===== config.mk =====
export PLATFORM = sky130hd
export DESIGN_NAME = chord_step_sequencer_unit
export DESIGN_NICKNAME = d
export VERILOG_FILES = /design/src/sv/csseq_pkg.sv /design/src/sv/csseq_ctrl.sv /design/src/sv/csseq_dp.sv /design/src/sv/chord_step_sequencer_unit.sv
export SDC_FILE = /design/constraint.sdc
export NUM_CORES = 1
export LEC_CHECK = 0
export BUFFER_PORTS_ARGS = -buffer_cell sky130_fd_sc_hd__buf_2
export CORE_UTILIZATION = 59
export CTS_CLUSTER_SIZE = 10
export DETAILED_ROUTE_END_ITERATION = 7
export PLACE_DENSITY = 0.82
export SLEW_MARGIN = 10
export SYNTH_ARGS = -nofsm -noshare
export SYNTH_HDL_FRONTEND = slang
export SYNTH_SLANG_ARGS = --single-unit

===== constraint.sdc =====
create_clock -name clock -period 4.1 [get_ports clock]
set_input_delay 0.41 -clock clock [delete_from_list [all_inputs] [get_ports clock]]
set_output_delay 0.41 -clock clock [all_outputs]
set_load 0.01 [all_outputs]

===== src/sv/csseq_pkg.sv =====
// Shared types, constants and chord tables for the chord step sequencer.
// No dependencies; imported by the controller, the datapath and the top level.
package csseq_pkg;

   localparam int MAX_STEPS  = 8;
   localparam int MAX_TONES  = 4;
   localparam int STEP_LIMIT = (MAX_STEPS < 8) ? MAX_STEPS : 8;
   localparam int IDX_W      = $clog2(MAX_TONES + 1);
   localparam int TONE_W     = $clog2(MAX_TONES);

   localparam int CSR_IDX_W  = 3;
   localparam int CSR_DATA_W = 56;

   localparam logic [CSR_IDX_W-1:0] CFG_STEP_COUNT     = 3'd0;
   localparam logic [CSR_IDX_W-1:0] CFG_STEP_CHORDS    = 3'd1;
   localparam logic [CSR_IDX_W-1:0] CFG_BASE_OCTAVE    = 3'd2;
   localparam logic [CSR_IDX_W-1:0] CFG_BEATS_PER_STEP = 3'd3;
   localparam logic [CSR_IDX_W-1:0] CFG_GATE_FRACTION  = 3'd4;
   localparam logic [CSR_IDX_W-1:0] CFG_NOTE_VELOCITY  = 3'd5;
   localparam logic [CSR_IDX_W-1:0] CFG_CHANNEL_INDEX  = 3'd6;

   localparam logic [7:0] EMPTY_NOTE = 8'hFF;
   localparam logic [2:0] TYPE_MAX   = 3'd6;

   typedef enum logic [1:0] {
      KIND_STATUS = 2'd0,
      KIND_ON     = 2'd1,
      KIND_OFF    = 2'd2
   } kind_type;

   localparam logic [3:0] CHORD_TONES [7][4] = '{
      '{4'd0, 4'd4, 4'd7, 4'd0},
      '{4'd0, 4'd3, 4'd7, 4'd0},
      '{4'd0, 4'd3, 4'd6, 4'd0},
      '{4'd0, 4'd4, 4'd8, 4'd0},
      '{4'd0, 4'd4, 4'd7, 4'd10},
      '{4'd0, 4'd3, 4'd7, 4'd10},
      '{4'd0, 4'd4, 4'd7, 4'd11}
   };

   localparam logic [2:0] CHORD_TONE_COUNT [7] = '{3'd3, 3'd3, 3'd3, 3'd3, 3'd4, 3'd4, 3'd4};

   typedef struct packed {
      logic     load;
      logic     step;
      logic     chord;
      logic     clr_idx;
      logic     inc_idx;
      logic     emit;
      kind_type emit_kind;
      logic     emit_last;
      logic     drop_held;
      logic     keep_note;
      logic     zero_count;
      logic     set_count;
   } cmd_type;

   typedef struct packed {
      logic rise;
      logic fall;
      logic off_done;
      logic on_done;
      logic held_valid;
      logic out_free;
   } sts_type;

endpackage


===== src/sv/csseq_ctrl.sv =====
// Tick sequencer: walks each item through step update, chord lookup,
// note-offs, note-ons and the closing status. Depends on csseq_pkg.
module csseq_ctrl (
   input  logic               clock,
   input  logic               reset,
   input  logic               req_valid,
   output logic               req_ready,
   input  csseq_pkg::sts_type sts,
   output csseq_pkg::cmd_type cmd
);
   import csseq_pkg::*;

   typedef enum logic [5:0] {
      ST_IDLE  = 6'b000001,
      ST_STEP  = 6'b000010,
      ST_CHORD = 6'b000100,
      ST_OFF   = 6'b001000,
      ST_ON    = 6'b010000,
      ST_STAT  = 6'b100000
   } state_type;

   state_type state_ff, state_in;

   always_ff @(posedge clock) begin
      if (reset) begin
         state_ff <= ST_IDLE;
      end else begin
         state_ff <= state_in;
      end
   end

   always_comb begin
      state_in  = state_ff;
      cmd       = '0;
      cmd.emit_kind = KIND_STATUS;
      req_ready = 1'b0;
      unique case (state_ff)
         ST_IDLE: begin
            req_ready = 1'b1;
            if (req_valid) begin
               cmd.load = 1'b1;
               state_in = ST_STEP;
            end
         end
         ST_STEP: begin
            cmd.step = 1'b1;
            state_in = ST_CHORD;
         end
         ST_CHORD: begin
            cmd.chord   = 1'b1;
            cmd.clr_idx = 1'b1;
            state_in    = ST_OFF;
         end
         ST_OFF: begin
            priority if (sts.off_done) begin
               cmd.clr_idx = 1'b1;
               if (sts.rise) begin
                  state_in = ST_ON;
               end else begin
                  cmd.zero_count = sts.fall;
                  state_in       = ST_STAT;
               end
            end else if (!sts.held_valid) begin
               cmd.inc_idx = 1'b1;
            end else if (sts.out_free) begin
               cmd.emit      = 1'b1;
               cmd.emit_kind = KIND_OFF;
               cmd.drop_held = sts.fall;
               cmd.inc_idx   = 1'b1;
            end else begin
               state_in = ST_OFF;
            end
         end
         ST_ON: begin
            priority if (sts.on_done) begin
               cmd.set_count = 1'b1;
               state_in      = ST_STAT;
            end else if (sts.out_free) begin
               cmd.emit      = 1'b1;
               cmd.emit_kind = KIND_ON;
               cmd.keep_note = 1'b1;
               cmd.inc_idx   = 1'b1;
            end else begin
               state_in = ST_ON;
            end
         end
         ST_STAT: begin
            if (sts.out_free) begin
               cmd.emit      = 1'b1;
               cmd.emit_kind = KIND_STATUS;
               cmd.emit_last = 1'b1;
               state_in      = ST_IDLE;
            end
         end
         default: state_in = ST_IDLE;
      endcase
   end

   a_one_item: assert property (@(posedge clock) disable iff (reset)
      (req_valid && req_ready) |=> !req_ready)
      else $error("item accepted while a tick is in progress");

   a_on_needs_rise: assert property (@(posedge clock) disable iff (reset)
      (state_ff == ST_ON) |-> sts.rise)
      else $error("note-on phase without a rising gate");

   a_status_closes: assert property (@(posedge clock) disable iff (reset)
      (cmd.emit && cmd.emit_last) |=> req_ready)
      else $error("status item did not end the tick");

endmodule


===== src/sv/csseq_dp.sv =====
// Datapath: configuration registers, beat and step counters, chord lookup,
// held-note store and the result register. Depends on csseq_pkg.
module csseq_dp (
   input  logic                                 clock,
   input  logic                                 reset,
   input  logic [15:0]                          req_beat_phase,
   input  logic                                 csr_write,
   input  logic [csseq_pkg::CSR_IDX_W-1:0]      csr_index,
   input  logic [csseq_pkg::CSR_DATA_W-1:0]     csr_data,
   input  csseq_pkg::cmd_type                   cmd,
   output csseq_pkg::sts_type                   sts,
   output logic                                 rsp_valid,
   input  logic                                 rsp_ready,
   output logic [1:0]                           rsp_event_kind,
   output logic [6:0]                           rsp_event_note,
   output logic [6:0]                           rsp_event_velocity,
   output logic [3:0]                           rsp_event_channel,
   output logic [2:0]                           rsp_current_step,
   output logic                                 rsp_gate_level,
   output logic [6:0]                           rsp_first_note,
   output logic [2:0]                           rsp_tone_count,
   output logic                                 rsp_last_of_tick
);
   import csseq_pkg::*;

   logic [3:0]  step_count_ff;
   logic [55:0] step_chords_ff;
   logic [2:0]  base_octave_ff;
   logic [4:0]  beats_per_step_ff;
   logic [16:0] gate_fraction_ff;
   logic [6:0]  note_velocity_ff;
   logic [3:0]  channel_index_ff;

   logic [15:0] phase_ff, prev_phase_ff;
   logic [3:0]  beat_ff;
   logic [2:0]  step_ff;
   logic        prev_gate_ff, gate_ff, rise_ff, fall_ff;
   logic [6:0]  first_ff;
   logic [2:0]  tones_ff, type_ff;
   logic [7:0]  held_ff [MAX_TONES];
   logic [2:0]  held_count_ff;
   logic [IDX_W-1:0] idx_ff;

   logic        rsp_valid_ff, rsp_last_ff, rsp_gate_ff;
   logic [1:0]  rsp_kind_ff;
   logic [6:0]  rsp_note_ff, rsp_vel_ff, rsp_first_ff;
   logic [3:0]  rsp_chan_ff;
   logic [2:0]  rsp_step_ff, rsp_tones_ff;

   // step counter
   logic [4:0] bps;
   logic [3:0] cnt;
   logic       drop;
   logic [4:0] beat_next;
   logic [3:0] step_next;

   always_comb begin
      bps = beats_per_step_ff;
      if (bps == 5'd0) bps = 5'd1;
      if (bps > 5'd16) bps = 5'd16;
      cnt = step_count_ff;
      if (cnt == 4'd0) cnt = 4'd1;
      if (cnt > 4'(STEP_LIMIT)) cnt = 4'(STEP_LIMIT);
      drop      = (prev_phase_ff > phase_ff) && ((prev_phase_ff - phase_ff) > 16'd32768);
      beat_next = {1'b0, beat_ff} + 5'd1;
      step_next = {1'b0, step_ff} + 4'd1;
   end

   // chord lookup
   logic [6:0] words [8];
   logic [6:0] word;
   logic [2:0] ctype;
   logic [2:0] csize;
   logic       gate;

   always_comb begin
      for (int s = 0; s < 8; s++) begin
         words[s] = step_chords_ff[7*s +: 7];
      end
      word  = words[step_ff];
      ctype = (word[6:4] > TYPE_MAX) ? TYPE_MAX : word[6:4];
      csize = CHORD_TONE_COUNT[ctype];
      if (csize > 3'(MAX_TONES)) csize = 3'(MAX_TONES);
      gate  = ({1'b0, phase_ff} < gate_fraction_ff);
   end

   logic [TONE_W-1:0] tone_idx;
   logic [7:0]        held_entry;
   logic [7:0]        note_sum;
   logic [6:0]        note_on;

   always_comb begin
      tone_idx   = idx_ff[TONE_W-1:0];
      held_entry = held_ff[tone_idx];
      note_sum   = {1'b0, first_ff} + {4'd0, CHORD_TONES[type_ff][tone_idx]};
      note_on    = (note_sum > 8'd127) ? 7'd127 : note_sum[6:0];
   end

   assign sts.rise       = rise_ff;
   assign sts.fall       = fall_ff;
   assign sts.off_done   = !(rise_ff || fall_ff) || ({1'b0, idx_ff} >= {1'b0, held_count_ff})
                           || (idx_ff >= IDX_W'(MAX_TONES));
   assign sts.on_done    = ({1'b0, idx_ff} >= {1'b0, tones_ff});
   assign sts.held_valid = !held_entry[7];
   assign sts.out_free   = !rsp_valid_ff || rsp_ready;

   // config registers
   always_ff @(posedge clock) begin
      if (reset) begin
         step_count_ff     <= 4'd4;
         step_chords_ff    <= '0;
         base_octave_ff    <= 3'd4;
         beats_per_step_ff <= 5'd4;
         gate_fraction_ff  <= 17'd52429;
         note_velocity_ff  <= 7'd101;
         channel_index_ff  <= 4'd0;
      end else if (csr_write) begin
         unique case (csr_index)
            CFG_STEP_COUNT:     step_count_ff     <= csr_data[3:0];
            CFG_STEP_CHORDS:    step_chords_ff    <= csr_data[55:0];
            CFG_BASE_OCTAVE:    base_octave_ff    <= csr_data[2:0];
            CFG_BEATS_PER_STEP: beats_per_step_ff <= csr_data[4:0];
            CFG_GATE_FRACTION:  gate_fraction_ff  <= csr_data[16:0];
            CFG_NOTE_VELOCITY:  note_velocity_ff  <= csr_data[6:0];
            CFG_CHANNEL_INDEX:  channel_index_ff  <= csr_data[3:0];
            default: ;
         endcase
      end
   end

   // tick state
   always_ff @(posedge clock) begin
      if (reset) begin
         prev_phase_ff <= '0;
         beat_ff       <= '0;
         step_ff       <= '0;
         prev_gate_ff  <= 1'b0;
         rise_ff       <= 1'b0;
         fall_ff       <= 1'b0;
         held_count_ff <= '0;
         idx_ff        <= '0;
         for (int i = 0; i < MAX_TONES; i++) begin
            held_ff[i] <= EMPTY_NOTE;
         end
      end else begin
         if (cmd.step) begin
            prev_phase_ff <= phase_ff;
            if (drop) begin
               if (beat_next >= bps) begin
                  beat_ff <= '0;
                  step_ff <= (step_next >= cnt) ? 3'd0 : step_next[2:0];
               end else begin
                  beat_ff <= beat_next[3:0];
               end
            end
         end
         if (cmd.chord) begin
            rise_ff      <= gate && !prev_gate_ff;
            fall_ff      <= !gate && prev_gate_ff;
            prev_gate_ff <= gate;
         end
         priority if (cmd.clr_idx) begin
            idx_ff <= '0;
         end else if (cmd.inc_idx) begin
            idx_ff <= idx_ff + IDX_W'(1);
         end else begin
            idx_ff <= idx_ff;
         end
         if (cmd.drop_held) held_ff[tone_idx] <= EMPTY_NOTE;
         if (cmd.keep_note) held_ff[tone_idx] <= {1'b0, note_on};
         if (cmd.zero_count) held_count_ff <= '0;
         if (cmd.set_count) held_count_ff <= tones_ff;
      end
   end

   always_ff @(posedge clock) begin
      if (cmd.load) phase_ff <= req_beat_phase;
      if (cmd.chord) begin
         gate_ff  <= gate;
         first_ff <= {3'd0, word[3:0]} + 7'(base_octave_ff) * 7'd12;
         tones_ff <= csize;
         type_ff  <= ctype;
      end
   end

   // result register
   always_ff @(posedge clock) begin
      if (reset) begin
         rsp_valid_ff <= 1'b0;
      end else if (cmd.emit) begin
         rsp_valid_ff <= 1'b1;
      end else if (rsp_ready) begin
         rsp_valid_ff <= 1'b0;
      end
   end

   always_ff @(posedge clock) begin
      if (cmd.emit) begin
         rsp_kind_ff  <= cmd.emit_kind;
         rsp_chan_ff  <= channel_index_ff;
         rsp_step_ff  <= step_ff;
         rsp_gate_ff  <= gate_ff;
         rsp_first_ff <= first_ff;
         rsp_tones_ff <= tones_ff;
         rsp_last_ff  <= cmd.emit_last;
         unique case (cmd.emit_kind)
            KIND_ON: begin
               rsp_note_ff <= note_on;
               rsp_vel_ff  <= note_velocity_ff;
            end
            KIND_OFF: begin
               rsp_note_ff <= held_entry[6:0];
               rsp_vel_ff  <= '0;
            end
            default: begin
               rsp_note_ff <= '0;
               rsp_vel_ff  <= '0;
            end
         endcase
      end
   end

   assign rsp_valid          = rsp_valid_ff;
   assign rsp_event_kind     = rsp_kind_ff;
   assign rsp_event_note     = rsp_note_ff;
   assign rsp_event_velocity = rsp_vel_ff;
   assign rsp_event_channel  = rsp_chan_ff;
   assign rsp_current_step   = rsp_step_ff;
   assign rsp_gate_level     = rsp_gate_ff;
   assign rsp_first_note     = rsp_first_ff;
   assign rsp_tone_count     = rsp_tones_ff;
   assign rsp_last_of_tick   = rsp_last_ff;

   a_emit_free: assert property (@(posedge clock) disable iff (reset)
      cmd.emit |-> (!rsp_valid_ff || rsp_ready))
      else $error("result register overwritten before it was taken");

   a_held_bound: assert property (@(posedge clock) disable iff (reset)
      held_count_ff <= 3'(MAX_TONES))
      else $error("held note count out of range");

   a_off_valid: assert property (@(posedge clock) disable iff (reset)
      (cmd.emit && cmd.emit_kind == KIND_OFF) |-> !held_entry[7])
      else $error("note-off sent for an empty held entry");

endmodule


===== src/sv/chord_step_sequencer_unit.sv =====
// Top level of the chord step sequencer: ties the tick controller to the datapath.
// Depends on csseq_pkg, csseq_ctrl and csseq_dp.
//
// One item is one beat-phase tick. The block takes one tick at a time: a tick
// passes through accept, step update and chord lookup, then examines each held
// entry in turn (up to four note-offs) and closes that walk, on a rising gate
// sends each note-on (three or four) and closes that walk, and ends with the
// closing status item; a busy result register holds the walk. Each tick
// yields one to nine result items, the last always a status item with
// last_of_tick set. Results leave through an output register, so a new tick
// is accepted while the final status item of the previous one still waits.
// Configuration writes take effect at once and belong between ticks.
module chord_step_sequencer_unit (
   input  logic                             clock,
   input  logic                             reset,
   input  logic                             req_valid,
   output logic                             req_ready,
   input  logic [15:0]                      req_beat_phase,
   output logic                             rsp_valid,
   input  logic                             rsp_ready,
   output logic [1:0]                       rsp_event_kind,
   output logic [6:0]                       rsp_event_note,
   output logic [6:0]                       rsp_event_velocity,
   output logic [3:0]                       rsp_event_channel,
   output logic [2:0]                       rsp_current_step,
   output logic                             rsp_gate_level,
   output logic [6:0]                       rsp_first_note,
   output logic [2:0]                       rsp_tone_count,
   output logic                             rsp_last_of_tick,
   input  logic                             csr_write,
   input  logic [csseq_pkg::CSR_IDX_W-1:0]  csr_index,
   input  logic [csseq_pkg::CSR_DATA_W-1:0] csr_data
);
   import csseq_pkg::*;

   cmd_type cmd;
   sts_type sts;

   csseq_ctrl u_ctrl (
      .clock     (clock),
      .reset     (reset),
      .req_valid (req_valid),
      .req_ready (req_ready),
      .sts       (sts),
      .cmd       (cmd)
   );

   csseq_dp u_dp (
      .clock              (clock),
      .reset              (reset),
      .req_beat_phase     (req_beat_phase),
      .csr_write          (csr_write),
      .csr_index          (csr_index),
      .csr_data           (csr_data),
      .cmd                (cmd),
      .sts                (sts),
      .rsp_valid          (rsp_valid),
      .rsp_ready          (rsp_ready),
      .rsp_event_kind     (rsp_event_kind),
      .rsp_event_note     (rsp_event_note),
      .rsp_event_velocity (rsp_event_velocity),
      .rsp_event_channel  (rsp_event_channel),
      .rsp_current_step   (rsp_current_step),
      .rsp_gate_level     (rsp_gate_level),
      .rsp_first_note     (rsp_first_note),
      .rsp_tone_count     (rsp_tone_count),
      .rsp_last_of_tick   (rsp_last_of_tick)
   );

endmodule


# After elaboration in Yosys (flattened, before gate mapping)
# Memories as Yosys holds them, arrays and structs flattened. A register that Yosys moved wholly into a read port is not among the register bits.
# Cells that the tools add are included.
[word_totals]
ram_bits = 32
mem_count = 3
rom_bits = 152
ff_bits = 200
out_inout_bits = 37
[classes]
n_mul = 1
n_eq_ne = 19
addsub = 6
muxes = 74
n_bitwise = 5
reduce_logical = 28
n_lt_le_gt_ge = 17
[mem_list]
columns = ["name", "words", "word_bits", "rd", "rd_clocked_by_memory_dff", "wr", "line_no", "source"]
rows = [
  ["(name not given)", 8, 16, 1, 0, 0, "csseq_dp.sv:95", "note_sum = {1'b0, first_ff} + {4'd0, CHORD_TONES[type_ff][tone_idx]};"],
  ["u_dp.held_ff", 4, 8, 1, 1, 4, "csseq_dp.sv:40", "logic [7:0] held_ff [MAX_TONES];"],
  ["(name not given)", 8, 3, 1, 0, 0, "csseq_dp.sv:82", "csize = CHORD_TONE_COUNT[ctype];"],
]
[op_table]
columns = ["op", "n"]
rows = [
  ["2-to-1 mux 6 bit", 8],
  ["2-to-1 mux 4 bit", 10],
  ["one-hot mux 6 bit (6 select lines)", 1],
  ["2-to-1 mux 16 bit", 2],
  ["2-to-1 mux 1 bit", 30],
  ["binary-select mux 7 bit (select 3 bit)", 1],
  ["2-to-1 mux 3 bit", 7],
  ["2-to-1 mux 7 bit", 3],
  ["less-than comparator 16 x 17 -> 1 bit", 1],
  ["> comparator 16 bit", 1],
  ["> comparator 16 bit (second input constant)", 1],
  ["2-to-1 mux 8 bit", 2],
  ["AND reduction 2 bit", 8],
  ["subtractor 16 bit", 1],
  ["one-hot mux 7 bit (2 select lines)", 1],
  [">= comparator 4 bit (second input constant)", 3],
  ["NOT 3 -> 4 bit", 3],
  ["2-to-1 mux 5 bit", 2],
  ["== test 3 bit (second input constant)", 3],
  ["!= test 3 bit (second input constant)", 3],
  ["one-hot mux 3 bit (3 select lines)", 1],
  ["adder 7 x 4 -> 8 bit", 1],
  ["binary-select mux 4 bit (select 2 bit)", 1],
  ["> comparator 8 x 7 -> 1 bit (second input constant)", 1],
  ["other kinds (38)", 55],
]

# Depth between registers and ports, before layout
[logic_depth]
depth_word = 12
depth_mapped = 16
ltp_nobuf = 16

# Modules after synthesis
# Synthesis repeated with hierarchy kept, for this count alone.
[unflattened]
cells_unflattened = 1149
hier_area_um2 = 11305.8
[modules_own_cells]
columns = ["mod", "n_inst", "area_each_um2", "cells_each"]
rows = [
  ["csseq_dp", 1, 10880.4, 1095],
  ["csseq_ctrl", 1, 425.4, 54],
]

# Worst setup path after synthesis
# No wires, ideal clock.
[synth_path]
path_type = "reg2reg"
start = "reg u_dp.idx_ff[0]"
end = "mem u_dp.held_ff[0][0] (enable)"
n_path_buf = 1
arrival_ns = 2.879
path_slack_ns = 0.834
path_stages_with_launch = 10
t_required_ns = 3.713
setup_ns = 0.387
period_less_slack_ns = 3.266
path_cell_list = "dfxtp_1 -> clkbuf_1 -> inv_1 -> ha_1 -> nand2b_1 -> a21o_1 -> a211o_1 -> nor3_1 -> a21oi_1 -> o31ai_1"
[synth_lines]
columns = ["item", "line_no", "source"]
rows = [
  ["from (decl)", "csseq_dp.sv:42", "logic [IDX_W-1:0] idx_ff;"],
  ["from (signal assigned)", "csseq_dp.sv:165", "idx_ff <= idx_ff + IDX_W'(1);"],
  ["from (signal assigned)", "csseq_dp.sv:167", "idx_ff <= idx_ff;"],
  ["to (decl)", "csseq_dp.sv:40", ""],
]

# Worst setup path in the final report
[layout_path]
start = "reg u_dp.phase_ff[0]"
end = "reg u_dp.beat_ff[2]"
[layout_between]
elab_chain_len = 4
elab_cells_between_ends = 5
cone_classes = "1 x add/sub; 2 x order compare; 2 x reduce/logical"
[layout_rtl]
columns = ["item", "line_no", "source"]
rows = [
  ["from (decl)", "csseq_dp.sv:34", "logic [15:0] phase_ff, prev_phase_ff;"],
  ["from (signal assigned)", "csseq_dp.sv:177", "if (cmd.load) phase_ff <= req_beat_phase;"],
  ["subtractor 16 bit", "csseq_dp.sv:64", "drop = (prev_phase_ff > phase_ff) && ((prev_phase_ff - phase_ff) > 16'd32768);"],
  ["> comparator 16 bit", "csseq_dp.sv:64", ""],
  ["logical AND 1 bit (*)", "csseq_dp.sv:64", ""],
  ["AND reduction 2 bit (no line) (*)", "--", ""],
  ["to (signal assigned)", "csseq_dp.sv:153", "beat_ff <= beat_next[3:0];"],
  ["to (decl)", "csseq_dp.sv:35", "logic [3:0] beat_ff;"],
]
# Mark *: on every way between the ends. The rest lies on a longest branch, timed or not.
# A chain may end at the register's enable or synchronous reset.

==> metrics.md <==
| Metric | Value |
|---|---|
| Reg-to-Reg Start | u_dp.phase_ff[0] |
| Share of cells above drive strength 1 | 15.7% |
| CTS root buf | clkbuf_16 |
| CP required | 4510 ps |
| Worst Tran Pin Value | 980 ps |
| Post-DP Area | around 12,000 sq um |
| Fmax | 284 MHz |
| Initial Utilization | 61.1% |
| Post-synth EDFFs | 94 |
| DP HPWL | around 18,000 um |
| Main flop type after synthesis | dfxtp_1 |
| Synthesized flop and latch total | 230 |
| Via/cell ratio | 5.78 |
| CTS H-Tree Depth | 1 |
| Post-layout util | 69.2% |
| Die extent in x | between 100 and 150 um |
| Tcrit/Tclk final | 85.8% |
| Pre-CTS setup slack | 686 ps |
| Mapped Nets | 1,299 |
| Clock sinks | 230 |
| Pwr Density | 381 nW/um^2 |
| Register-to-Register Path Depth | 11 |
| Worst r2r dst | u_dp.beat_ff[2] |
| Mean Syn Cell Area | 9.69 sq um |
| Antenna Nets Post-Route | 0 |
| Yosys cell types | 70 |
| Initial antenna violation count | 2 |
| HP Class | in -> reg |
| CP max stage delay | 520 ps |
| Post-CTS Setup Repair Bufs | 0 |
| Critical path launch point | u_dp.phase_ff[0] |
| Cell chain of the critical path | ha_1 -> inv_1 -> fa_1 -> nand2b_1 -> a2111o_1 -> a2111oi_0 -> nand4_1 -> a2111oi_1 -> and4_4 -> nor3_1 -> o21a_1 |
| RSZ-0062 raised after global routing | no |
| Post-synth top cells | 260 x nand2_1, 136 x dfxtp_1, 129 x a21oi_1 |
| Switch Pwr | 1.06 mW |
| Overflow left after global routing | 0 |
| Core Area | around 18,000 sq um |
| Area share of the largest cell type after synthesis | 25.3% |
| Crit-path max FO | 14 |
| Post-Route WL | 25,400 um |
| First-pass GRT wire length | 41,500 um |
| Number of global-route vias before repair | approximately 8.3k |
| Fin cells | 1,500 |
| Count of pins over their slew limit | 0 |
| WP data arrival | 3920 ps |
| Post-route cell area | 12,600 sq um |
| Worst Setup End Kind | register |
| P&R area growth vs syn | 13.3% |
| Routed via count | 8,674 |
| Mapped Cells | about 1.2k |
| Most common cell in the netlist | nand2_1 |
| Clock buffer depth | 3 |
| Worst Clk Skew | 8.45 ps |
| Reg-to-reg slack, setup | 580 ps |
| Resized Gates After CTS | 0 |
| CP startpoint kind | register |
| Slew margin rel. | 34.6% |
| Nets | 1,401 |
| Tmin final | 3520 ps |
| Avg WL per Cell | ~17 um |
| M2 GR Usage | 43.6% |
| Port Buffer Count | 116 |
| Clk slew on worst S/H paths | 60 ps |
| CTS tree | built |
| Switching Share | roughly 22% |
| Flop pwr share | 50.7% |
| Setup violators final | 0 |
| Largest net degree at the start of global routing | 97 |
| Final RePlAce weighted congestion | 0.926 |
| Row count | slightly below 50 |
| VDD IR max | roughly 0.3 mV |
| Die height | 140 um |
| Clock buffer count from CTS | 27 |
| Final Hold Vio Count | 0 |
| Met3 Usage GRT | ~4.5% |
| Dpl cells | 1,454 |
| Setup Crit Path Kind | reg -> reg |
| Die ar. | 19,500 sq um |
| Most used routing layer | met2 |
| Post-synth ARST share | 0% |
| Leak Pwr | 4.89 nW |
| DR DRC count | 0 |
| Yosys warning count | 0 |
| # IOs | 117 |
| Register area share after synthesis | 49.7% |
| Clk pwr share | between 40 and 50% |
| Setup TNS | 0 ps |
| FILL cells | 1,387 |
| Cell Area, Synth | 11,200 sq um |
| CP max stage cell | a2111oi_1 |
| Final Hold Slack | 64.5 ps |
| Critical Path Sink | u_dp.beat_ff[2] |
| Initial detailed-routing violation count | approximately 560 |
| Overall Global Routing Usage | 26.8% |
| Int Pwr | 3.76 mW |
| Final WS setup | a little under 600 ps |
| Routing usage on met1 | 36.0% |
| Worst-Skew Late Latency | 520 ps |
| Logic pwr share | 6.1% |
| Status | finished clean |
| Max Cap Viol | 0 |
| Yosys top cell by area | edfxtp_1 |
| Synth area leaders | edfxtp_1 25%, dfxtp_1 24%, nand2_1 8.7% |
| Tot Pwr | about 4.8 mW |
| Pre-antenna DRT Iters | 6 |
| Hold buffers post-CTS | 0 |
-- worst min-delay path by stage --
stage                             startpoint                   endpoint  slack (ps)  cells after the start
finish                    req_beat_phase[15]          u_dp.phase_ff[15]          60                      1
global route              req_beat_phase[15]          u_dp.phase_ff[15]          50                      1
CTS                       req_beat_phase[15]          u_dp.phase_ff[15]          50                      1
detailed placement  u_dp.channel_index_ff[1]  u_dp.rsp_event_channel[1]         410                      0
global placement    u_dp.channel_index_ff[1]  u_dp.rsp_event_channel[1]         410                      0
floorplan                       u_dp.gate_ff        u_dp.rsp_gate_level         400                      0
-- power groups by stage --
stage	registers (mW)	logic, mW	clock network (mW)
final	2.44	0.296	2.08
after global routing	2.45	0.330	2.22
after CTS	2.44	0.295	2.11
after detailed placement	2.49	0.293	0
after global placement	2.49	0.288	0
after floorplan	2.48	0.191	0
-- layout make-up --
type / instances / area (sq um) / area share [%]
Tap cell: 229 / 287 / 2.27
Sequential cell: 230 / 5550 / 43.9
Clock buffer: 44 / 749 / 5.93
Inverter: 63 / 236 / 1.87
Antenna cell: 1 / 2.50 / 0.0198
Timing Repair Buffer: 127 / 666 / 5.27
Clock inverter: 1 / 8.76 / 0.0693
Multi-Input combinational cell: 805 / 5140 / 40.7
-- state kept, by name (all words and copies together), names as in the netlist, 3 cells and up, named ones only --
signal,count
u_ctrl.state_ff,6
u_dp.base_octave_ff,3
u_dp.beat_ff,4
u_dp.beats_per_step_ff,5
u_dp.channel_index_ff,4
u_dp.first_ff,7
u_dp.gate_fraction_ff,17
u_dp.held_ff,32
u_dp.idx_ff,3
u_dp.note_velocity_ff,7
u_dp.phase_ff,16
u_dp.prev_phase_ff,16
u_dp.rsp_current_step,3
u_dp.rsp_event_channel,4
u_dp.rsp_event_note,7
u_dp.rsp_event_velocity,7
u_dp.rsp_first_note,7
u_dp.step_chords_ff,56
u_dp.step_count_ff,4
u_dp.step_ff,3
-- critical path, delay by kind of cell (launching register included) --
kind,cells,cell delay (ps)
flip-flops,1,400
adder cells (fa/ha/maj),2,620
AND/OR/NAND/NOR,4,810
buffers and inverters,1,70
AO/OA/AOI/OAI,4,1490
-- cells in the final DEF, fill, tap and decap left out, types with 13 or more instances in the layout --
master / instances
buf_2: 115
inv_1: 61
nor2_1: 55
edfxtp_1: 94
mux4_2: 22
clkbuf_16: 27
o21ai_0: 29
nand2b_1: 13
a21oi_1: 129
nand2_1: 260
nor2b_1: 15
mux2i_1: 23
dfxtp_1: 136
clkbuf_1: 16
ha_1: 63
a21o_1: 20
nand3_1: 20
o211ai_1: 13
-- metal layers --
layer / vias to the layer above / share of wire (%)
met5: - / 0.075
met1: 4046 / 44
met4: 2 / 3.1
met3: 63 / 6.7
met2: 318 / 46
li1: 4245 / -
-- cells by family after synthesis --
family / share of synthesized area, %
DFF: 49.7
AOI/OAI and AO/OA: 12.8
and+or+nand+nor: 17.4
xor gates and xnor gates: 1.10
adders and majority gates: 7.78
buffers and inverters: 4.22
muxes: 7.01
Note: power is estimated with default switching activity, not from simulation.
